### src/rtl/som_ring_pkg.sv
// ----------------------------------------------------------------------------
// som_ring_pkg
// Shared types, codes and default constants of the ring self-organising map.
// ----------------------------------------------------------------------------
package som_ring_pkg;

	localparam int unsigned DEF_MAX_UNITS  = 256;
	localparam int unsigned DEF_GAUSS_SIZE = 64;
	localparam int unsigned DEF_COORD_BITS = 18;

	localparam int unsigned UC_W      = 9;
	localparam int unsigned LR_W      = 16;
	localparam int unsigned RAD_W     = 24;
	localparam int unsigned DECAY_W   = 24;
	localparam int unsigned CFG_IDX_W = 2;
	localparam int unsigned CFG_DAT_W = 24;
	localparam int unsigned UIDX_W    = 8;
	localparam int unsigned BMU_W     = 8;
	localparam int unsigned DIST_W    = 38;
	localparam int unsigned WEIGHT_W  = 17;

	localparam logic [UC_W-1:0]    RST_UNIT_COUNT = 9'd256;
	localparam logic [LR_W-1:0]    RST_LEARN_RATE = 16'd32768;
	localparam logic [RAD_W-1:0]   RST_RADIUS     = 24'd4194304;
	localparam logic [DECAY_W-1:0] RST_DECAY      = 24'd16776132;

	localparam logic [CFG_IDX_W-1:0] CFG_UNIT_COUNT = 2'd0;
	localparam logic [CFG_IDX_W-1:0] CFG_LEARN_RATE = 2'd1;
	localparam logic [CFG_IDX_W-1:0] CFG_RADIUS     = 2'd2;
	localparam logic [CFG_IDX_W-1:0] CFG_DECAY      = 2'd3;

	typedef enum logic [1:0] {
		MODE_LOAD     = 2'd0,
		MODE_TRAIN    = 2'd1,
		MODE_CLASSIFY = 2'd2,
		MODE_RESTART  = 2'd3
	} mode_t;

	typedef enum logic [3:0] {
		ST_IDLE,
		ST_SEARCH,
		ST_DRAIN,
		ST_DIV1,
		ST_DIV2,
		ST_PRIME,
		ST_UPDATE,
		ST_DECAY,
		ST_RESP
	} state_t;

	typedef struct packed {
		logic shift;
		logic load;
	} cell_ctl_t;

	typedef struct packed {
		logic start;
		logic run;
	} wt_ctl_t;

endpackage

### src/rtl/som_ring_cell.sv
// ----------------------------------------------------------------------------
// som_ring_cell
// One prototype unit of the ring: holds a coordinate pair, loads it directly
// or takes the pair of its neighbour when the ring rotates.
// ----------------------------------------------------------------------------
module som_ring_cell
	import som_ring_pkg::*;
#(
	parameter int unsigned COORD_BITS = DEF_COORD_BITS
) (
	input  logic                  clk,
	input  cell_ctl_t             ctl,
	input  logic [COORD_BITS-1:0] next_x,
	input  logic [COORD_BITS-1:0] next_y,
	input  logic [COORD_BITS-1:0] load_x,
	input  logic [COORD_BITS-1:0] load_y,
	output logic [COORD_BITS-1:0] x,
	output logic [COORD_BITS-1:0] y
);

	logic [COORD_BITS-1:0] x_q;
	logic [COORD_BITS-1:0] y_q;

	always_ff @(posedge clk) begin
		if (ctl.load) begin
			x_q <= load_x;
			y_q <= load_y;
		end else if (ctl.shift) begin
			x_q <= next_x;
			y_q <= next_y;
		end
	end

	assign x = x_q;
	assign y = y_q;

endmodule

### config.mk
export PLATFORM = sky130hd
export DESIGN_NAME = som_ring_cell
export DESIGN_NICKNAME = d
export VERILOG_FILES = /design/src/rtl/som_ring_pkg.sv /design/src/rtl/som_ring_cell.sv
export SDC_FILE = /design/constraint.sdc
export NUM_CORES = 1
export LEC_CHECK = 0
export BUFFER_PORTS_ARGS = -buffer_cell sky130_fd_sc_hd__buf_2
export CAP_MARGIN = 25
export CELL_PAD_IN_SITES_DETAIL_PLACEMENT = 0
export CELL_PAD_IN_SITES_GLOBAL_PLACEMENT = 1
export CORE_UTILIZATION = 25
export CTS_CLUSTER_DIAMETER = 60
export DETAILED_ROUTE_END_ITERATION = 12
export PLACE_DENSITY_LB_ADDON = 0.1
export SKIP_LAST_GASP = 1
export SYNTH_ARGS = -nofsm -noshare
export SYNTH_HDL_FRONTEND = slang
export SYNTH_SLANG_ARGS = --single-unit
### constraint.sdc
create_clock -name clk -period 2 [get_ports clk]
set_input_delay 0.4 -clock clk [delete_from_list [all_inputs] [get_ports clk]]
set_output_delay 0.4 -clock clk [all_outputs]
set_load 0.03 [all_outputs]
==> flow_summary.yaml <==
synth:
  netlist_top_cells_area: "edfxtp_1 (65%), mux2_4 (26%), mux2_2 (4.7%), buf_12 (3.6%), buf_6 (0.67%)"
  synth_top_area_share_pct: 64.6
  synth_area_um2: 1670
  yosys_warnings: 0
  syn-instance-count: 77
  syn_avg_cell_area_um2: 21.7
  synth_largest_area_cell: "edfxtp_1"
  synth_cell_types: 6
  ys_seq_area_share_pct: 64.6
  synth_nets: 152
  ys_ff_latch: 36
route:
  remaining_drc_errors: 16
  dr.first_iter.drc_count: 47
  final_antenna_net_count: 0
  vias: 1118
  drt_first_pass_iters: 8
  via_per_inst: 4.16
  wl_mm: 3.61
  wl_per_cell_um: 13.4
sta:
  rsz0062_at_grt: "false"
  max-slew-margin-rel_pct: 40.2
  hold_violations: 0
  worst_pin_slew_ns: 0.898
  drv_slew: 0
  min_period_ns: 1.39
  setup-violations-final: 0
  tns_ns: 0
  max_freq_mhz: 720
  post-route-period-util_pct: 69.4
floorplanning:
  core_area_um2: 6420
  num_rows: 29
  dieArea_um2: 7020
  start_util_pct: 26.0
  die_y_um: 83.8
  die_x_um: 83.8
  pin_count: 111
cells_and_area:
  layout-drive-gt1-share_pct: 80.7
  n_antenna_cell: 0
  area_growth_syn_to_layout_pct: 39.8
  nNetsFinal: 266
  fin_cells: 269
run_status:
  status: "finished with violations"
  violations: "DRC"
place:
  dp.cells: 261
  io_buffers: 110
  gp_congestion: 0.720
critical_path:
  crit_chain: "buf_2, buf_4, mux2_2"
  arrival_ns: 1.43
  cp-end-kind: "flop"
  worst-path-buf-inv: 2
  cpLargestDelayFamily: "buffers and inverters"
  required_ns: 2.04
  crit_path_max_fanout: 36
  slowest_stage: "buf_4"
  crit_cells: 3
  crit_type: "primary input to flop"
  cpPeakStageDelay_ns: 0.49
  startpoint_type: "primary input"
power:
  power_density_nw_per_um2: 808
  finalPower_mw: 1.89
  p_leak_nw: 1.12
  vdd_ir_drop_max_mv: 0.225
min_path:
  hold_path_class: "primary input to flop"
  worstHoldPathCells: 2
clock_network:
  numCtsBuffers: 5
  cts_hold_buf: 0
  cts_tree: "built"
  cts_resized: 0
  cts_sinks: 36
  cts.clk_slew.worst_paths_ns: 0.07
  clockBufferDepth: 2
  root_buffer: "clkbuf_8"
  ctsHtreeMaxLevel: 2
  post_cts_buffers: 0
run:
  maxCapViolations: 0
grt:
  grt_pass1_wl_mm: 5.84
  antenna_found_initial: 0
  grt_max_degree: 37
  grt_pass1_vias: 1236
  grt-ovfl-total: 0
  grt_usage_pct: 11.0
## cell families (layout without fill, tap and decap cells)
family,after synthesis,after routing,share of synthesized area [%]
buffers and inverters,4,119,4.26
DFF,36,36,64.6
and+or+nand+nor,1,1,0.374
muxes,36,36,30.7
## where the power goes
part,switching (mW),internal (mW),leakage [nW]
clock,0.263,0.237,0.0453
combinational,0.263,0.184,0.706
sequential,0.0171,0.926,0.367
## per-layer routing
metal | global-route usage (%) | wire length [um]
met4 | 4.23 | 52
met1 | 11.7 | 1350
met3 | 4.15 | 349
met2 | 19.6 | 1870
met5 | 0 | 0
## worst paths after layout
path	end	slack (ns)	startpoint
setup / recovery	x[16]$_DFFE_PP_	0.61	ctl[0]
hold / removal	x[12]$_DFFE_PP_	0.41	next_x[12]
## sequential cells by signal, indices dropped and copies added (netlist names)
signal and flops:
x 18, y 18
## stage by stage
| step | worst slack, ns | instance area, um^2 | hold WS (ns) | util [%] |
|---|---|---|---|---|
| after floorplan | 0.0725 | 1670 | 0.617 | - |
| after global placement | 0.350 | 2260 | 0.700 | 35.1 |
| after detailed placement | 0.303 | 2260 | 0.705 | 35.1 |
| after CTS | 0.612 | 2340 | 0.400 | 36.4 |
| after global routing | 0.582 | 2340 | 0.395 | 36.4 |
| final | 0.612 | 2340 | 0.411 | 36.4 |
## synthesized netlist by cell type
| library cell | count |
|---|---|
| or2_1 | 1 |
| mux2_2 | 7 |
| buf_12 | 3 |
| mux2_4 | 29 |
| buf_6 | 1 |
| edfxtp_1 | 36 |
## cell usage in the layout (no fill, tap or decap)
cell type,netlist,final
edfxtp_1,36,36
clkbuf_8,0,5
mux2_4,29,29
buf_2,0,110
or2_2,0,1
buf_4,0,1
mux2_2,7,7
clkinv_2,0,2
clkinv_1,0,1
## area by class of cell
| class | count | area (um^2) |
|---|---|---|
| Fill cell | 633 | 4080 |
| Clock inverter | 3 | 13.8 |
| Tap cell | 77 | 96.3 |
| Sequential cell | 36 | 1080 |
| Timing Repair Buffer | 111 | 558 |
| Clock buffer | 5 | 68.8 |
| Multi-Input combinational cell | 37 | 520 |
Note: power is estimated with default switching activity, not from simulation.
