==> config.mk <==
export PLATFORM = sky130hd
export DESIGN_NAME = som_ring_weight
export DESIGN_NICKNAME = d
export VERILOG_FILES = /design/src/rtl/som_ring_pkg.sv /design/src/rtl/som_ring_weight.sv
export SDC_FILE = /design/constraint.sdc
export NUM_CORES = 1
export LEC_CHECK = 0
export BUFFER_PORTS_ARGS = -buffer_cell sky130_fd_sc_hd__buf_2
export CAP_MARGIN = 40
export CELL_PAD_IN_SITES_DETAIL_PLACEMENT = 1
export CELL_PAD_IN_SITES_GLOBAL_PLACEMENT = 2
export CORE_MARGIN = 5
export CORE_UTILIZATION = 30
export CTS_BUF_LIST = sky130_fd_sc_hd__clkbuf_4
export CTS_CLUSTER_DIAMETER = 150
export CTS_CLUSTER_SIZE = 40
export DETAILED_ROUTE_END_ITERATION = 12
export PLACE_DENSITY = 0.69
export SYNTH_ARGS = -nofsm -noshare
export SYNTH_HDL_FRONTEND = slang
export SYNTH_SLANG_ARGS = --single-unit
==> constraint.sdc <==
create_clock -name clk -period 21.6 [get_ports clk]
set_input_delay 4.32 -clock clk [delete_from_list [all_inputs] [get_ports clk]]
set_output_delay 4.32 -clock clk [all_outputs]
set_load 0.05 [all_outputs]
==> src/rtl/som_ring_pkg.sv <==
// ----------------------------------------------------------------------------
// som_ring_pkg
// Shared types, codes and default constants of the ring self-organising map.
// ----------------------------------------------------------------------------
package som_ring_pkg;

	localparam int unsigned DEF_MAX_UNITS  = 256;
	localparam int unsigned DEF_GAUSS_SIZE = 64;
	localparam int unsigned DEF_COORD_BITS = 18;

	localparam int unsigned UC_W      = 9;
	localparam int unsigned LR_W      = 16;
	localparam int unsigned RAD_W     = 24;
	localparam int unsigned DECAY_W   = 24;
	localparam int unsigned CFG_IDX_W = 2;
	localparam int unsigned CFG_DAT_W = 24;
	localparam int unsigned UIDX_W    = 8;
	localparam int unsigned BMU_W     = 8;
	localparam int unsigned DIST_W    = 38;
	localparam int unsigned WEIGHT_W  = 17;

	localparam logic [UC_W-1:0]    RST_UNIT_COUNT = 9'd256;
	localparam logic [LR_W-1:0]    RST_LEARN_RATE = 16'd32768;
	localparam logic [RAD_W-1:0]   RST_RADIUS     = 24'd4194304;
	localparam logic [DECAY_W-1:0] RST_DECAY      = 24'd16776132;

	localparam logic [CFG_IDX_W-1:0] CFG_UNIT_COUNT = 2'd0;
	localparam logic [CFG_IDX_W-1:0] CFG_LEARN_RATE = 2'd1;
	localparam logic [CFG_IDX_W-1:0] CFG_RADIUS     = 2'd2;
	localparam logic [CFG_IDX_W-1:0] CFG_DECAY      = 2'd3;

	typedef enum logic [1:0] {
		MODE_LOAD     = 2'd0,
		MODE_TRAIN    = 2'd1,
		MODE_CLASSIFY = 2'd2,
		MODE_RESTART  = 2'd3
	} mode_t;

	typedef enum logic [3:0] {
		ST_IDLE,
		ST_SEARCH,
		ST_DRAIN,
		ST_DIV1,
		ST_DIV2,
		ST_PRIME,
		ST_UPDATE,
		ST_DECAY,
		ST_RESP
	} state_t;

	typedef struct packed {
		logic shift;
		logic load;
	} cell_ctl_t;

	typedef struct packed {
		logic start;
		logic run;
	} wt_ctl_t;

endpackage

==> src/rtl/som_ring_weight.sv <==
// ----------------------------------------------------------------------------
// som_ring_weight
// Neighbourhood factor generator: walks the ring index by index, tracks the
// ring distance to the winner and its scaled quotient by the radius, and
// produces the per-unit step factor, registered in w_s1 and then f_s2, behind the walk.
// ----------------------------------------------------------------------------
module som_ring_weight
	import som_ring_pkg::*;
#(
	parameter int unsigned MAX_UNITS        = DEF_MAX_UNITS,
	parameter int unsigned GAUSS_TABLE_SIZE = DEF_GAUSS_SIZE,
	parameter int unsigned DIVIDEND_W       = 30
) (
	input  logic                         clk,
	input  logic                         arst_n,
	input  wt_ctl_t                      ctl,
	input  logic [$clog2(MAX_UNITS+1)-1:0] n,
	input  logic [$clog2(MAX_UNITS)-1:0] bmu,
	input  logic [$clog2(MAX_UNITS+1)-1:0] d0,
	input  logic [DIVIDEND_W-1:0]        q0,
	input  logic [RAD_W-1:0]             r0,
	input  logic [DIVIDEND_W-1:0]        cq,
	input  logic [RAD_W-1:0]             cr,
	input  logic [RAD_W-1:0]             rad,
	input  logic [LR_W-1:0]              lr,
	output logic [LR_W-1:0]              f,
	output logic                         act
);

	localparam int unsigned NW = $clog2(MAX_UNITS + 1);
	localparam int unsigned KW = $clog2(GAUSS_TABLE_SIZE);
	localparam int unsigned CW = (NW + 16 > RAD_W) ? NW + 16 : RAD_W;
	localparam longint unsigned GS2 = 64'(GAUSS_TABLE_SIZE) * 64'(GAUSS_TABLE_SIZE);

	// Gaussian exp(-(k/S)^2/2) in Q1.16 from a thirteen-term alternating series.
	function automatic logic [WEIGHT_W-1:0] gauss_at(input int unsigned k);
		logic [63:0] a;
		logic [63:0] term;
		logic [63:0] sum;
		a = ((64'(k) * 64'(k)) << 31) / GS2;
		term = 64'd1 << 32;
		sum  = term;
		term = ((term * a) >> 32) / 1;  sum = sum - term;
		term = ((term * a) >> 32) / 2;  sum = sum + term;
		term = ((term * a) >> 32) / 3;  sum = sum - term;
		term = ((term * a) >> 32) / 4;  sum = sum + term;
		term = ((term * a) >> 32) / 5;  sum = sum - term;
		term = ((term * a) >> 32) / 6;  sum = sum + term;
		term = ((term * a) >> 32) / 7;  sum = sum - term;
		term = ((term * a) >> 32) / 8;  sum = sum + term;
		term = ((term * a) >> 32) / 9;  sum = sum - term;
		term = ((term * a) >> 32) / 10; sum = sum + term;
		term = ((term * a) >> 32) / 11; sum = sum - term;
		term = ((term * a) >> 32) / 12; sum = sum + term;
		sum = (sum + 64'd32768) >> 16;
		return sum[WEIGHT_W-1:0];
	endfunction

	logic [WEIGHT_W-1:0] tab [GAUSS_TABLE_SIZE];

	for (genvar g = 0; g < GAUSS_TABLE_SIZE; g++) begin : g_tab
		localparam logic [WEIGHT_W-1:0] TAB_VAL = gauss_at(g);
		assign tab[g] = TAB_VAL;
	end

	logic [NW-1:0]         j_q;
	logic [NW-1:0]         d_q;
	logic [DIVIDEND_W-1:0] q_q;
	logic [RAD_W-1:0]      r_q;

	logic [NW-1:0]         j1;
	logic [NW-1:0]         e1;
	logic [NW-1:0]         ne1;
	logic [NW-1:0]         dn;
	logic [RAD_W:0]        r_inc;
	logic [RAD_W:0]        r_dec;

	assign j1  = j_q + 1'b1;
	assign e1  = (j1 >= NW'(bmu)) ? j1 - NW'(bmu) : NW'(bmu) - j1;
	assign ne1 = n - e1;
	assign dn  = (ne1 < e1) ? ne1 : e1;
	assign r_inc = {1'b0, r_q} + {1'b0, cr};
	assign r_dec = {1'b0, r_q} + {1'b0, rad} - {1'b0, cr};

	// The ring distance moves by at most one from index to index, so the
	// quotient d*C/radius follows by adding or removing C/radius.
	always_ff @(posedge clk or negedge arst_n) begin
		if (!arst_n) begin
			j_q <= '0;
		end else if (ctl.start) begin
			j_q <= '0;
		end else if (ctl.run && (j_q < n)) begin
			j_q <= j1;
		end
	end

	always_ff @(posedge clk) begin
		if (ctl.start) begin
			d_q <= d0;
			q_q <= q0;
			r_q <= r0;
		end else if (ctl.run && (j_q < n)) begin
			d_q <= dn;
			if (dn > d_q) begin
				if (r_inc >= {1'b0, rad}) begin
					r_q <= RAD_W'(r_inc - {1'b0, rad});
					q_q <= q_q + cq + 1'b1;
				end else begin
					r_q <= r_inc[RAD_W-1:0];
					q_q <= q_q + cq;
				end
			end else if (dn < d_q) begin
				if (r_q < cr) begin
					r_q <= r_dec[RAD_W-1:0];
					q_q <= q_q - cq - 1'b1;
				end else begin
					r_q <= r_q - cr;
					q_q <= q_q - cq;
				end
			end
		end
	end

	logic                near;
	logic [KW-1:0]       kidx;
	logic [WEIGHT_W-1:0] w_c;
	logic [WEIGHT_W-1:0] w_s1;
	logic                act_s1;
	logic [LR_W-1:0]     f_s2;
	logic                act_s2;
	logic [LR_W+WEIGHT_W-1:0] fp;

	assign near = CW'({d_q, 16'h0000}) < CW'(rad);
	assign kidx = (q_q >= DIVIDEND_W'(GAUSS_TABLE_SIZE - 1)) ?
		KW'(GAUSS_TABLE_SIZE - 1) : q_q[KW-1:0];

	always_comb begin
		if (rad == '0) begin
			w_c = (j_q == NW'(bmu)) ? WEIGHT_W'(65536) : '0;
		end else if (near) begin
			w_c = tab[kidx];
		end else begin
			w_c = '0;
		end
	end

	assign fp = (LR_W+WEIGHT_W)'(lr) * (LR_W+WEIGHT_W)'(w_s1) +
		(LR_W+WEIGHT_W)'(32768);

	always_ff @(posedge clk or negedge arst_n) begin
		if (!arst_n) begin
			act_s1 <= 1'b0;
			act_s2 <= 1'b0;
		end else begin
			act_s1 <= j_q < n;
			act_s2 <= act_s1;
		end
	end

	always_ff @(posedge clk) begin
		w_s1 <= w_c;
		f_s2 <= fp[LR_W+15:16];
	end

	assign f   = f_s2;
	assign act = act_s2;

endmodule

==> metrics.cfg <==
[timing]
clock_skew_ns = 0.05396
hold_slack_ns = 0.3783
finalHoldViolCount = 0
setup_ws_ns = 8.528
period_minus_slack_ns = 13.07
fmax_ghz = 0.07650
fin_crit_sh_pct = 60.52
slew_violations = 0
tns_ns = 0
worst_slew_pin_slew_ns = 0.9560
relSlewSlack_pct = 34.62
report.final.setup_viol = 0
rsz0062_at_grt = no

[layout]
drive_gt1_share_pct = 8.528
final_nets = 4295
final-seq-area_sq_um = 2828
layout_commonest_cell = inv_1
multi_input_area_sq_um = 21740
final_cell_mix = inv_1, nand2_1, ha_1
area_growth_pct = 8.622
fill_cells = 10987

[synth]
synth_cells = 3467
yosys_warnings = 0
async_flop_share_pct = 10.28
synth_seq_cells = 107
synth.cell_area_sq_um = 27020
syn-num-nets = 4214
ys_seq_area_share_pct = 10.47
synth_edf_count = 63
syn_avg_cell_area_sq_um = 7.793
synth_flop_cell = edfxtp_1
yosysUniqueCellTypes = 96

[die]
io_pins = 195
coreArea_sq_um = 89740
rows = 110
start_util_pct = 30.11
die_h_um = 310.1
die_w_um = 310.1
die_area_sq_um = 96170

[place]
place_congestion = 0.8417
port_buffers = 194
pre_cts_slack_ns = 7.907
place_hpwl_um = 78080

[route]
dr.pass1.iters = 4
vias = 24529
antenna_left = 0
drtIter0Drc = 1047
drt_wl_total_um = 95910
vias_per_cell = 5.183
wl_per_cell_um = 20.26
drt_drc_violations_left = 0

[clock_network]
numCtsBuffers = 9
h-tree-depth = 3
cts_root_buf = clkbuf_4
cts_buffer_depth = 2
cts_sinks = 107
cts_resized = 0
cts_hold_buf = 0
cts_tree = built
post_cts_buffers = 0
clk_pin_slew_ns = 0.22
clkLatencyLatePin_ns = 0.63

[critical_path]
cp_max_fo = 35
crit_type = input port to flip-flop
slowest_delay_ns = 0.59
crit_path_end_kind = flip-flop
cp_slowest_cell = o21ai_1
cpMostUsedCell = o21a_1
start_kind = input port
critPathRequiredTime_ns = 22.01
r2r_cells = 39
cp.arrival_ns = 13.48

[grt]
antenna_found_initial = 7
grt_max_degree = 53
first_global_vias = 25848
grt_pass1_wl_um = 150400
track_usage_pct = 19.80
grt_overflow = 0

[power]
p_seq_share_pct = 9.5
switching_power_mw = 2.892
power_density_nw_per_um2 = 171.1
ir_worst_vdd_mv = 0.08470
p_leak_nw = 13.66
p_clk_share_pct = 2.5
p_int_mw = 2.131
comb_power_share_pct = 88.0
swShare_pct = 57.58

[run_status]
status = completed

[job]
cap_viol_max_count = 0

[hold_path]
min_path_cells = 0
hold_path_class = flip-flop to flip-flop

==> flip-flops by register name (all words and copies together) (netlist names) <==
register,flops
q_q,30
r_q,24
w_s1,17
f,16
d_q,9
j_q,9
act,1
act_s1,1
==> worst max-delay path: cells and delay by family <==
family                   cells  cell delay (ns)
multiplexers                 2             0.74
adder cells (fa/ha/maj)      4             1.30
AND/OR/NAND/NOR              8             1.86
AO/OA/AOI/OAI               18             4.27
buffers and inverters        3             0.46
XOR/XNOR                     2             0.48
==> metal layers <==
| metal | wire, um | vias up | global-route usage [%] |
|---|---|---|---|
| li1 | - | 11887 | - |
| met1 | 46210 | 12249 | 27.66 |
| met2 | 45560 | 334 | 34.04 |
| met3 | 2881 | 57 | 1.940 |
| met4 | 1242 | 2 | 3.062 |
| met5 | 13 | - | 0 |
==> path summary, 6_finish.rpt <==
path	startpoint	end	slack (ns)
setup / recovery	bmu[4]	r_q[23]	8.53
min in group asynchronous	arst_n	j_q[6]	3.56
hold reg to reg	act_s1	act	0.38
max in group asynchronous	arst_n	j_q[0]	17.82
hold / removal	act_s1	act	0.38
setup reg to reg	j_q[0]	r_q[23]	10.88
==> stage by stage <==
step / cell area, sq um / total power [mW] / util [%] / cells
3_3_place_gp: 29130 / 4.885 / 32.46 / 4706
2_1_floorplan: 27020 / 3.669 / - / 3467
3_5_place_dp: 29210 / 4.912 / 32.55 / 4713
6_report: 29350 / 5.023 / 32.71 / 4733
4_1_cts: 29340 / 5.076 / 32.70 / 4729
5_1_grt: 29350 / 5.623 / 32.71 / 4733
==> cells in the mapped netlist, drive strengths merged, types with 7 or more instances <==
library cell | instances | area, sq um
a2111oi | 13 | 132.6
a211o | 7 | 61.31
a211oi | 45 | 347.8
a21boi | 13 | 97.59
a21o | 71 | 533.0
a21oi | 187 | 935.9
a221oi | 14 | 135.1
a311oi | 16 | 140.1
a31oi | 31 | 193.9
and2 | 112 | 700.7
and3 | 18 | 112.6
and4 | 8 | 70.07
buf | 26 | 118.9
clkbuf | 133 | 500.5
dfrtp | 11 | 275.3
dfxtp | 33 | 660.6
edfxtp | 63 | 1892
fa | 237 | 4745
ha | 332 | 4154
inv | 507 | 1903
mux2 | 16 | 183.9
mux2i | 23 | 230.2
nand2 | 400 | 1501
nand2b | 34 | 212.7
nand3 | 48 | 245.2
nand3b | 10 | 75.07
nand4 | 14 | 87.58
nor2 | 227 | 852.1
nor2b | 29 | 181.4
nor3 | 77 | 385.4
nor4 | 36 | 244.0
o211ai | 39 | 292.8
o21a | 36 | 270.3
o21ai | 164 | 820.8
o21bai | 28 | 210.2
o221ai | 10 | 87.58
o22ai | 8 | 50.05
o311ai | 9 | 78.83
o31ai | 32 | 250.2
or2 | 12 | 75.08
or3 | 23 | 148.9
or4 | 9 | 71.32
xnor2 | 143 | 1260
xor2 | 74 | 648.1
==> final cells by class <==
type | instances | area share [%]
diodes | 4 | 0.03410
clock buffers | 10 | 0.2558
clock inverters | 6 | 0.1876
inverters | 508 | 6.497
multi-input cells | 2693 | 74.06
flip-flops and latches | 107 | 9.635
well taps | 1176 | 5.013
repair buffers | 229 | 4.319
==> power groups by stage <==
stage	logic (mW)	clock network, mW	registers [mW]
after CTS	4.47	0.130	0.476
after global placement	4.40	0	0.487
after global routing	5.00	0.136	0.487
after floorplan	3.22	0	0.447
after detailed placement	4.43	0	0.480
final	4.42	0.125	0.478
==> cells by family (layout without fill, tap and decap cells) <==
logic type                 count (synthesis)  in the layout  synth area share, %
and+or+nand+nor                         1077           1077                19.08
AOI/OAI and AO/OA                        789            789                19.50
buffers and inverters                    667            753                9.349
adders and majority gates                571            571                33.01
xor gates and xnor gates                 217            217                7.062
DFF                                      107            107                10.47
muxes                                     39             39                1.533
other                                      0              4                    0
Note: power is estimated with default switching activity, not from simulation.
