<file path="config.mk">
export PLATFORM = sky130hd
export DESIGN_NAME = som_ring_div
export DESIGN_NICKNAME = d
export VERILOG_FILES = /design/src/rtl/som_ring_pkg.sv /design/src/rtl/som_ring_div.sv
export SDC_FILE = /design/constraint.sdc
export NUM_CORES = 1
export LEC_CHECK = 0
export BUFFER_PORTS_ARGS = -buffer_cell sky130_fd_sc_hd__buf_2
export CAP_MARGIN = 25
export CORE_MARGIN = 10
export CORE_UTILIZATION = 48
export CTS_CLUSTER_SIZE = 16
export DETAILED_ROUTE_END_ITERATION = 7
export GPL_TIMING_DRIVEN = 0
export PLACE_DENSITY = 0.84
export SLEW_MARGIN = 30
export SYNTH_ARGS = -nofsm -noshare
export SYNTH_HDL_FRONTEND = slang
export SYNTH_SLANG_ARGS = --single-unit
</file>
<file path="constraint.sdc">
create_clock -name clk -period 2.1 [get_ports clk]
set_input_delay 0 -clock clk [delete_from_list [all_inputs] [get_ports clk]]
set_output_delay 0 -clock clk [all_outputs]
set_load 0.01 [all_outputs]
</file>
<file path="src/rtl/som_ring_pkg.sv">
// ----------------------------------------------------------------------------
// som_ring_pkg
// Shared types, codes and default constants of the ring self-organising map.
// ----------------------------------------------------------------------------
package som_ring_pkg;

	localparam int unsigned DEF_MAX_UNITS  = 256;
	localparam int unsigned DEF_GAUSS_SIZE = 64;
	localparam int unsigned DEF_COORD_BITS = 18;

	localparam int unsigned UC_W      = 9;
	localparam int unsigned LR_W      = 16;
	localparam int unsigned RAD_W     = 24;
	localparam int unsigned DECAY_W   = 24;
	localparam int unsigned CFG_IDX_W = 2;
	localparam int unsigned CFG_DAT_W = 24;
	localparam int unsigned UIDX_W    = 8;
	localparam int unsigned BMU_W     = 8;
	localparam int unsigned DIST_W    = 38;
	localparam int unsigned WEIGHT_W  = 17;

	localparam logic [UC_W-1:0]    RST_UNIT_COUNT = 9'd256;
	localparam logic [LR_W-1:0]    RST_LEARN_RATE = 16'd32768;
	localparam logic [RAD_W-1:0]   RST_RADIUS     = 24'd4194304;
	localparam logic [DECAY_W-1:0] RST_DECAY      = 24'd16776132;

	localparam logic [CFG_IDX_W-1:0] CFG_UNIT_COUNT = 2'd0;
	localparam logic [CFG_IDX_W-1:0] CFG_LEARN_RATE = 2'd1;
	localparam logic [CFG_IDX_W-1:0] CFG_RADIUS     = 2'd2;
	localparam logic [CFG_IDX_W-1:0] CFG_DECAY      = 2'd3;

	typedef enum logic [1:0] {
		MODE_LOAD     = 2'd0,
		MODE_TRAIN    = 2'd1,
		MODE_CLASSIFY = 2'd2,
		MODE_RESTART  = 2'd3
	} mode_t;

	typedef enum logic [3:0] {
		ST_IDLE,
		ST_SEARCH,
		ST_DRAIN,
		ST_DIV1,
		ST_DIV2,
		ST_PRIME,
		ST_UPDATE,
		ST_DECAY,
		ST_RESP
	} state_t;

	typedef struct packed {
		logic shift;
		logic load;
	} cell_ctl_t;

	typedef struct packed {
		logic start;
		logic run;
	} wt_ctl_t;

endpackage

</file>
<file path="src/rtl/som_ring_div.sv">
// ----------------------------------------------------------------------------
// som_ring_div
// Restoring divider, one quotient bit per cycle, by the current radius.
// ----------------------------------------------------------------------------
module som_ring_div
	import som_ring_pkg::*;
#(
	parameter int unsigned DIVIDEND_W = 30
) (
	input  logic                  clk,
	input  logic                  arst_n,
	input  logic                  start,
	input  logic [DIVIDEND_W-1:0] dividend,
	input  logic [RAD_W-1:0]      divisor,
	output logic                  busy,
	output logic                  done,
	output logic [DIVIDEND_W-1:0] quotient,
	output logic [RAD_W-1:0]      remainder
);

	localparam int unsigned CW = $clog2(DIVIDEND_W + 1);

	logic [DIVIDEND_W-1:0] dq_q;
	logic [RAD_W-1:0]      rem_q;
	logic [CW-1:0]         cnt_q;
	logic                  busy_q;
	logic                  done_q;
	logic [RAD_W:0]        trial;

	assign trial = {rem_q, dq_q[DIVIDEND_W-1]};

	always_ff @(posedge clk or negedge arst_n) begin
		if (!arst_n) begin
			busy_q <= 1'b0;
			done_q <= 1'b0;
			cnt_q  <= '0;
		end else begin
			done_q <= 1'b0;
			if (start) begin
				busy_q <= 1'b1;
				cnt_q  <= CW'(DIVIDEND_W);
			end else if (busy_q) begin
				cnt_q <= cnt_q - 1'b1;
				if (cnt_q == CW'(1)) begin
					busy_q <= 1'b0;
					done_q <= 1'b1;
				end
			end
		end
	end

	always_ff @(posedge clk) begin
		if (start) begin
			dq_q  <= dividend;
			rem_q <= '0;
		end else if (busy_q) begin
			if (trial >= {1'b0, divisor}) begin
				rem_q <= RAD_W'(trial - {1'b0, divisor});
				dq_q  <= {dq_q[DIVIDEND_W-2:0], 1'b1};
			end else begin
				rem_q <= trial[RAD_W-1:0];
				dq_q  <= {dq_q[DIVIDEND_W-2:0], 1'b0};
			end
		end
	end

	assign busy      = busy_q;
	assign done      = done_q;
	assign quotient  = dq_q;
	assign remainder = rem_q;

endmodule

</file>
==> results of run 1 <==
## power groups by stage
stage / sequential [mW] / clock, mW / combinational (mW)
after global routing: 1.39 / 1.16 / 0.633
after floorplan: 1.42 / 0 / 0.258
after CTS: 1.37 / 1.09 / 0.544
after global placement: 1.39 / 0 / 0.452
after detailed placement: 1.40 / 0 / 0.467
final: 1.38 / 1.12 / 0.591
## metrics by stage
step / utilization [%] / cells / setup WS (ns) / cell area, um2 / TNS [ns]
2_1_floorplan: - / 412 / -0.235 / 4160 / -2.50
3_3_place_gp: 61.7 / 625 / -0.437 / 4840 / -13.84
3_5_place_dp: 61.7 / 625 / -0.556 / 4840 / -16.69
4_1_cts: 71.7 / 695 / -0.410 / 5630 / -7.76
5_1_grt: 74.3 / 707 / -0.537 / 5830 / -11.46
6_report: 74.3 / 707 / -0.448 / 5830 / -8.99
## cell families (layout without fill, tap and decap cells)
family	Yosys count	count (layout)
and+or+nand+nor	122	122
AOI/OAI and AO/OA	101	101
DFF	61	61
buffers and inverters	49	241
muxes	36	36
adders and majority gates	27	27
xor gates and xnor gates	16	16
other	0	1
## repair_timing
action | in CTS | in global routing
pin swaps | 15 | 21
cloned | 1 | 1
hold buffers | 31 | 0
resized for setup | 19 | 28
setup endpoints to repair | 55 | 25
buffers inserted | 23 | 11
hold endpoints to repair | 37 | 0
## synth_stat cells (all sizes together), types with 9 or more instances
master	count	area [um2]
nor2	40	158
nand2	39	146
inv	32	120
mux2	31	349
edfxtp	30	901
ha	26	325
dfxtp	24	480
a21oi	20	100
a311oi	14	123
o21ai	14	70.1
clkbuf	11	41.3
xnor2	11	96.3
a21o	9	67.6
## area by class of cell
cell class | count | area share (%)
clock buffer | 9 | 2.12
antenna | 1 | 0.0429
clock inverter | 7 | 1.27
multi-input combinational | 302 | 44.0
inverter | 32 | 2.06
sequential | 61 | 27.1
tap | 102 | 2.19
buffer | 16 | 1.67
timing repair buffer | 177 | 19.6
## per-layer routing
| metal | vias up | GRT usage, % |
|---|---|---|
| li1 | 1879 | - |
| met1 | 1952 | 23.7 |
| met2 | 240 | 38.3 |
| met3 | 43 | 6.16 |
| met4 | 0 | 8.20 |
| met5 | - | 0 |
## state kept, by name, indices dropped and copies added (netlist names)
| signal | cells |
|---|---|
| busy | 1 |
| cnt_q | 5 |
| done | 1 |
| quotient | 30 |
| remainder | 24 |
## final timing paths
check,from,to,slack [ns]
min reg2reg,remainder[17],remainder[18],0.51
min,arst_n,cnt_q[0],0.002
max in group asynchronous,arst_n,busy,1.94
max,remainder[19],remainder[3],-0.45
min in group clk,divisor[0],remainder[0],0.17
max reg2reg,remainder[19],remainder[3],-0.45
## critical path, stage by stage, from the launching register on
cell	delay [ns]
dfxtp_1	0.34
ha_1	0.47
nand4_1	0.16
nor4_2	0.34
a31oi_2	0.17
a22oi_2	0.33
buf_6	0.20
nand3_2	0.10
a311oi_1	0.33
==> out/qor.yml, run 1 <==
power:
  p_sw_share_pct: 29.5
  finalPower_mw: 3.09
  p_leak_nw: 2.62
  ir_drop_mv: 0.370
  power_density_nw_per_um2: 530
  internal-power_mw: 2.18
  p_clk_share_pct: 36.1
  power.net_switching_uw: 911
  seqPwrFrac_pct: 44.8
  power_frac_comb_pct: 19.1
setup_path:
  end_kind: "flop"
  crit_type: "flop to flop"
  required_ns: 2.35
  arrival_ns: 2.80
  reg2reg_depth: 8
  cp_max_fo: 10
  startpoint_type: "flop"
worst_hold_path:
  hold_class: "primary input to asynchronous set/reset pin"
die:
  rows: 32
  die_w_um: 110
  dieArea_um2: 12200
  core_area_um2: 7850
  initial_core_util_pct: 50.1
  die_h_um: 110
  io_pins: 113
global_route:
  grt_pass1_wl_um: 21700
  first_global_vias: 4194
  antenna_found_initial: 1
  grt_max_degree: 31
  grt_remaining_overflow: 0
  track_usage_pct: 21.6
logic_synthesis:
  syn_avg_cell_area_um2: 9.54
  yosys_warnings: 0
  muxShareOfSynthArea_pct: 10.2
  synthFlopType: "edfxtp_1"
  synth.distinct_cells: 54
  synthArstFlopShare_pct: 11.5
  syn_area_um2: 3930
  ys_seq_area_share_pct: 39.6
  synth_compound_area_share_pct: 17.9
  synthXorXnorAreaFrac_pct: 3.57
  synth-seq-cells: 61
  synth_fa_ha_area_share_pct: 8.79
  synth-simple-area-share_pct: 15.1
  postSynthCellCount: 412
  synthesis.nets: 496
  synth_top_family_by_area: "compound AO/OA/AOI/OAI gates"
  synth-edff-count: 30
sta:
  hold_viol: 0
  rsz0062_at_grt: "true"
  max_slew_margin_pct: 50.3
  final.setup_skew_ns: 0.0180
  period_minus_slack_ns: 2.55
  setup_viol: 25
  drv_slew: 0
  fmaxAchievable_mhz: 392
  worst_slack_ns: -0.448
  fin_crit_sh_pct: 121
  tightest_slew_ns: 0.745
  whs_ns: 0.00187
clock_tree:
  cts_tree: "yes"
  clock-sinks: 61
  cts_root_buffer: "clkbuf_8"
  cts_made_buffers: 9
  clkTransAtPathRegs_ns: 0.08
  htree_num_levels: 3
  clockBufferDepth: 2
  clock_latency_ns: 0.35
detailed_routing:
  drt-total-wl_um: 15000
  ant_nets: 0
  wl_per_cell_um: 21.2
  routed-wl-met2_um: 7730
  num_vias: 4114
  post-route-drc-count: 0
  topRoutingLayerUsed: "met4"
  first_pass_iters: 5
  drt_iter0_markers: 316
  dr_wl_met3_um: 1180
  wl_met1_um: 5600
  via_per_inst: 5.82
placement:
  portBuffers: 111
  hpwl_um: 9090
  place_congestion: 0.875
layout:
  drive_gt1_share_pct: 44.0
  area_delta_synth_final_pct: 48.3
  fin_nets: 683
  layout_common_cells: "111 x buf_2, 39 x nor2_1, 38 x nand2_1, 32 x buf_4"
  final_common_cell: "buf_2"
  fillers: 523
  multi_input_area_um2: 2560
  ff_latch_area_um2: 1580
run:
  cap_violations: 0
status:
  run_status: "finished with violations"
  violations: "setup timing"
Note: power is estimated with default switching activity, not from simulation.
==> run 2, diff against run 1 <==
CORE_UTILIZATION = 53   (was 48)
PLACE_DENSITY = 0.86   (was 0.84)
clock period = 2.9 ns   (was 2.1 ns; I/O delays follow)
==> out/qor.yml, run 2 (synthesis results as in run 1) <==
status:
  run_status: "completed"
power:
  p_clk_share_pct: 36.5
  power.net_switching_uw: 608
  p_leak_nw: 2.40
  ir_drop_mv: 0.233
  internal-power_mw: 1.55
  power_frac_comb_pct: 17.1
  p_sw_share_pct: 28.2
  power_density_nw_per_um2: 414
  seqPwrFrac_pct: 46.4
sta:
  fin_tns_setup_ns: 0
  hold_viol: 0
  setup_viol: 0
  fin_crit_sh_pct: 94.8
  tightest_slew_ns: 0.714
  max_slew_margin_pct: 52.4
  final.setup_skew_ns: 0.0186
  drv_slew: 0
  fmaxAchievable_mhz: 364
  whs_ns: 0.0235
  period_minus_slack_ns: 2.75
placement:
  portBuffers: 111
  placedInstanceArea_um2: 4610
  hpwl_um: 8540
  place_congestion: 0.936
die:
  rows: 31
  dieArea_um2: 11300
  io_pins: 113
  core_area_um2: 7210
  initial_core_util_pct: 54.5
  die_w_um: 106
  die_h_um: 106
global_route:
  grt_remaining_overflow: 0
  track_usage_pct: 22.2
  antenna_found_initial: 0
  first_global_vias: 4038
  grt_pass1_wl_um: 20200
  grt_max_degree: 31
layout:
  drive_gt1_share_pct: 32.0
  antenna_cells: 0
  final_common_cell: "buf_2"
  area_delta_synth_final_pct: 32.4
  fin_nets: 651
  design_area_um2: 5200
  largest_reg_flops: 30
  utilization_pct: 72.1
  layout_common_cells: "112 x buf_2, 39 x nor2_1, 39 x nand2_1, 32 x inv_1"
worst_hold_path:
  hold_class: "primary input to asynchronous set/reset pin"
clock_tree:
  clock_latency_ns: 0.35
  cts_made_buffers: 9
  clkTransAtPathRegs_ns: 0.08
  htree_num_levels: 3
  cts_tree: "yes"
  clockBufferDepth: 2
  clock-sinks: 61
  cts_root_buffer: "clkbuf_8"
setup_path:
  arrival_ns: 2.99
  cp_max_fo: 10
  crit_path_cell_trace: "ha_4, nand4_1, o21bai_1, a211o_1, nand3_2, nand4_2, a22o_1, buf_4, a211o_1, a311oi_1"
  crit_top_cell: "a211o_1"
  critPathSlowestCell: "dfxtp_1"
  required_ns: 3.14
  startpoint_type: "flop"
  ff2ff_setup_slack_ns: 0.15
  end_kind: "flop"
  crit_type: "flop to flop"
  cpPeakStageDelay_ns: 0.37
  critical-path-top-delay-family: "compound AO/OA/AOI/OAI gates"
  cp_num_buf_inv: 1
detailed_routing:
  drt-total-wl_um: 12900
  wl_per_cell_um: 19.2
  post-route-drc-count: 0
  first_pass_iters: 5
  via_per_inst: 5.73
  ant_nets: 0
  drt_iter0_markers: 255
  num_vias: 3846
run:
  cap_violations: 0
run 2: worst paths after layout:
path | cells after the start | endpoint | startpoint
max | 10 | remainder[8] | remainder[7]
min | 2 | cnt_q[3] | arst_n
max reg2reg | 10 | remainder[8] | remainder[7]
min reg2reg | 2 | remainder[19] | remainder[18]
max in group asynchronous | 2 | busy | arst_n
min in group clk | 4 | remainder[0] | divisor[0]
run 2: timing repair:
action,in CTS,in global routing
buffers inserted,0,2
hold buffers,31,0
endpoints found under the setup margin,0,21
endpoints found under the hold margin,37,0
resized for setup,0,15
run 2: final cells by class:
type / count / area [um2]
inverter: 32 / 120
multi-input combinational: 302 / 2250
tap: 99 / 124
fill: 528 / 2010
buffer: 17 / 73.8
clock inverter: 7 / 73.8
clock buffer: 9 / 124
timing repair buffer: 144 / 881
sequential: 61 / 1560
run 2: layer usage:
| layer | share of wire (%) | GRT usage (%) | up-vias |
|---|---|---|---|
| met5 | 0 | 0 | - |
| met1 | 38 | 23.4 | 1834 |
| li1 | - | - | 1814 |
| met3 | 7.3 | 6.04 | 28 |
| met4 | 3.1 | 10.2 | 0 |
| met2 | 52 | 40.4 | 170 |
run 2: metrics by stage:
stage,std cells,setup slack (ns),power (mW)
floorplan,412,0.461,1.20
global placement,622,0.173,1.31
detailed placement,622,0.154,1.32
CTS,669,0.121,2.11
global route,671,-0.0181,2.22
finish,671,0.152,2.15
run 2: power by group through the flow:
| stage | Sequential (mW) | Combinational, mW | Clock, mW |
|---|---|---|---|
| 5_1_grt | 1.00 | 0.400 | 0.821 |
| 4_1_cts | 0.992 | 0.348 | 0.772 |
| 3_5_place_dp | 1.01 | 0.313 | 0 |
| 2_1_floorplan | 1.03 | 0.164 | 0 |
| 3_3_place_gp | 1.01 | 0.300 | 0 |
| 6_report | 0.999 | 0.368 | 0.787 |
==> run 3, diff against run 2 <==
CORE_UTILIZATION = 50   (was 53)
PLACE_DENSITY = 0.82   (was 0.86)
==> out/qor.yml, run 3 (synthesis results as in run 1) <==
clock_tree:
  cts_made_buffers: 9
  clock-sinks: 61
  clockBufferDepth: 2
  clock_latency_ns: 0.35
  post-cts-setup-buffer-count: 0
  cts_tree: "yes"
  clkTransAtPathRegs_ns: 0.07
  htree_num_levels: 3
  cts_root_buffer: "clkbuf_8"
global_route:
  track_usage_pct: 20.3
  grt_max_degree: 31
  grt_pass1_wl_um: 19100
  first_global_vias: 3846
  grt_remaining_overflow: 0
  antenna_found_initial: 0
setup_path:
  reg2reg_depth: 10
  crit_path_cell_trace: "ha_2, nand4_1, o21bai_1, a211o_1, nand3_2, nand4_4, a22o_1, buf_4, a211o_1, a311oi_1"
  cp_num_cells: 10
  critPathLaunch: "remainder[6]"
  required_ns: 3.15
  ff2ff_setup_slack_ns: 0.15
  crit_type: "flop to flop"
  cpPeakStageDelay_ns: 0.38
  regToRegStartpoint: "remainder[6]"
  crit_top_cell: "a211o_1"
  critical-path-top-delay-family: "compound AO/OA/AOI/OAI gates"
  startpoint_type: "flop"
  end_kind: "flop"
  arrival_ns: 3.00
  r2r-end: "remainder[8]"
  cp_max_fo: 10
  cp_num_buf_inv: 1
  crit_end: "remainder[8]"
  critPathSlowestCell: "ha_2"
placement:
  portBuffers: 111
  place_congestion: 0.901
  hpwl_um: 8480
power:
  p_leak_nw: 2.37
  power_density_nw_per_um2: 411
  ir_drop_mv: 0.295
  finalPower_mw: 2.12
layout:
  largest_reg_flops: 30
  drive_gt1_share_pct: 30.5
  layout_common_cells: "111 x buf_2, 39 x nor2_1, 39 x nand2_1, 32 x inv_1"
  fin_nets: 649
  area_delta_synth_final_pct: 31.3
  final_common_cell: "buf_2"
  antenna_cells: 0
die:
  dieArea_um2: 11800
  io_pins: 113
  initial_core_util_pct: 51.1
  die_w_um: 109
  core_area_um2: 7690
  die_h_um: 109
  rows: 32
detailed_routing:
  drt_iter0_markers: 248
  ant_nets: 0
  num_vias: 3815
  post-route-drc-count: 0
  wl_per_cell_um: 18.4
  via_per_inst: 5.68
  drt-total-wl_um: 12400
  first_pass_iters: 5
sta:
  fmaxAchievable_mhz: 364
  tightest_slew_ns: 0.709
  final.setup_skew_ns: 0.00940
  max_slew_margin_pct: 52.7
  period_minus_slack_ns: 2.75
  hold_viol: 0
  fin_crit_sh_pct: 94.8
  drv_slew: 0
  rsz0062_at_grt: "false"
  setup_viol: 0
  fin_tns_setup_ns: 0
status:
  run_status: "completed"
worst_hold_path:
  hold_class: "primary input to asynchronous set/reset pin"
run:
  cap_violations: 0
run 3: power by group:
group          internal (mW)  switching, mW  leakage (nW)  total [mW]
Combinational          0.181          0.179          1.70       0.360
Sequential             0.963         0.0361         0.586       0.999
Clock                  0.391          0.372        0.0884       0.763
run 3: worst reg2reg max path, stage by stage, from the launching register on:
cell,delay [ns]
dfxtp_1,0.34
ha_2,0.38
nand4_1,0.16
o21bai_1,0.21
a211o_1,0.30
nand3_2,0.11
nand4_4,0.14
a22o_1,0.31
buf_4,0.19
a211o_1,0.24
a311oi_1,0.28
run 3: final cells by class:
class | count | area [um2]
multi-input combinational | 302 | 2220
sequential | 61 | 1560
fill | 598 | 2530
timing repair buffer | 142 | 866
inverter | 32 | 120
clock inverter | 7 | 65.1
clock buffer | 9 | 124
buffer | 17 | 80.1
tap | 102 | 128
run 3: how the worst min path moves through the flow:
stage | start | endpoint | slack, ns | cells past startpoint
after global routing | arst_n | done | 0.04 | 2
after floorplan | arst_n | busy | -0.30 | 0
final | arst_n | done | 0.01 | 2
after global placement | arst_n | done | -0.16 | 1
after detailed placement | arst_n | done | -0.16 | 1
after CTS | arst_n | done | 0.02 | 2
run 3: routing by layer:
| metal | vias up | global-route usage [%] | part of all wire (%) |
|---|---|---|---|
| li1 | 1814 | - | - |
| met3 | 28 | 4.66 | 7.9 |
| met1 | 1810 | 23.2 | 39 |
| met2 | 163 | 36.1 | 50 |
| met4 | 0 | 7.82 | 2.3 |
| met5 | - | 0 | 0 |
run 3: timing repair:
item                                    in CTS  in global routing
endpoints found under the hold margin       37                  0
hold buffers                                31                  0
resized for setup                            0                 14
endpoints found under the setup margin       0                 21
run 3: metrics by stage:
stage / cells / cell area (um2) / hold slack, ns / worst slack [ns] / util [%]
after floorplan: 412 / 3930 / -0.296 / 0.461 / -
after detailed placement: 625 / 4610 / -0.158 / 0.159 / 60.0
after CTS: 672 / 5110 / 0.0150 / 0.101 / 66.5
after global placement: 625 / 4610 / -0.159 / 0.163 / 60.0
after global routing: 672 / 5160 / 0.0353 / 0.00552 / 67.1
final: 672 / 5160 / 0.0136 / 0.152 / 67.1
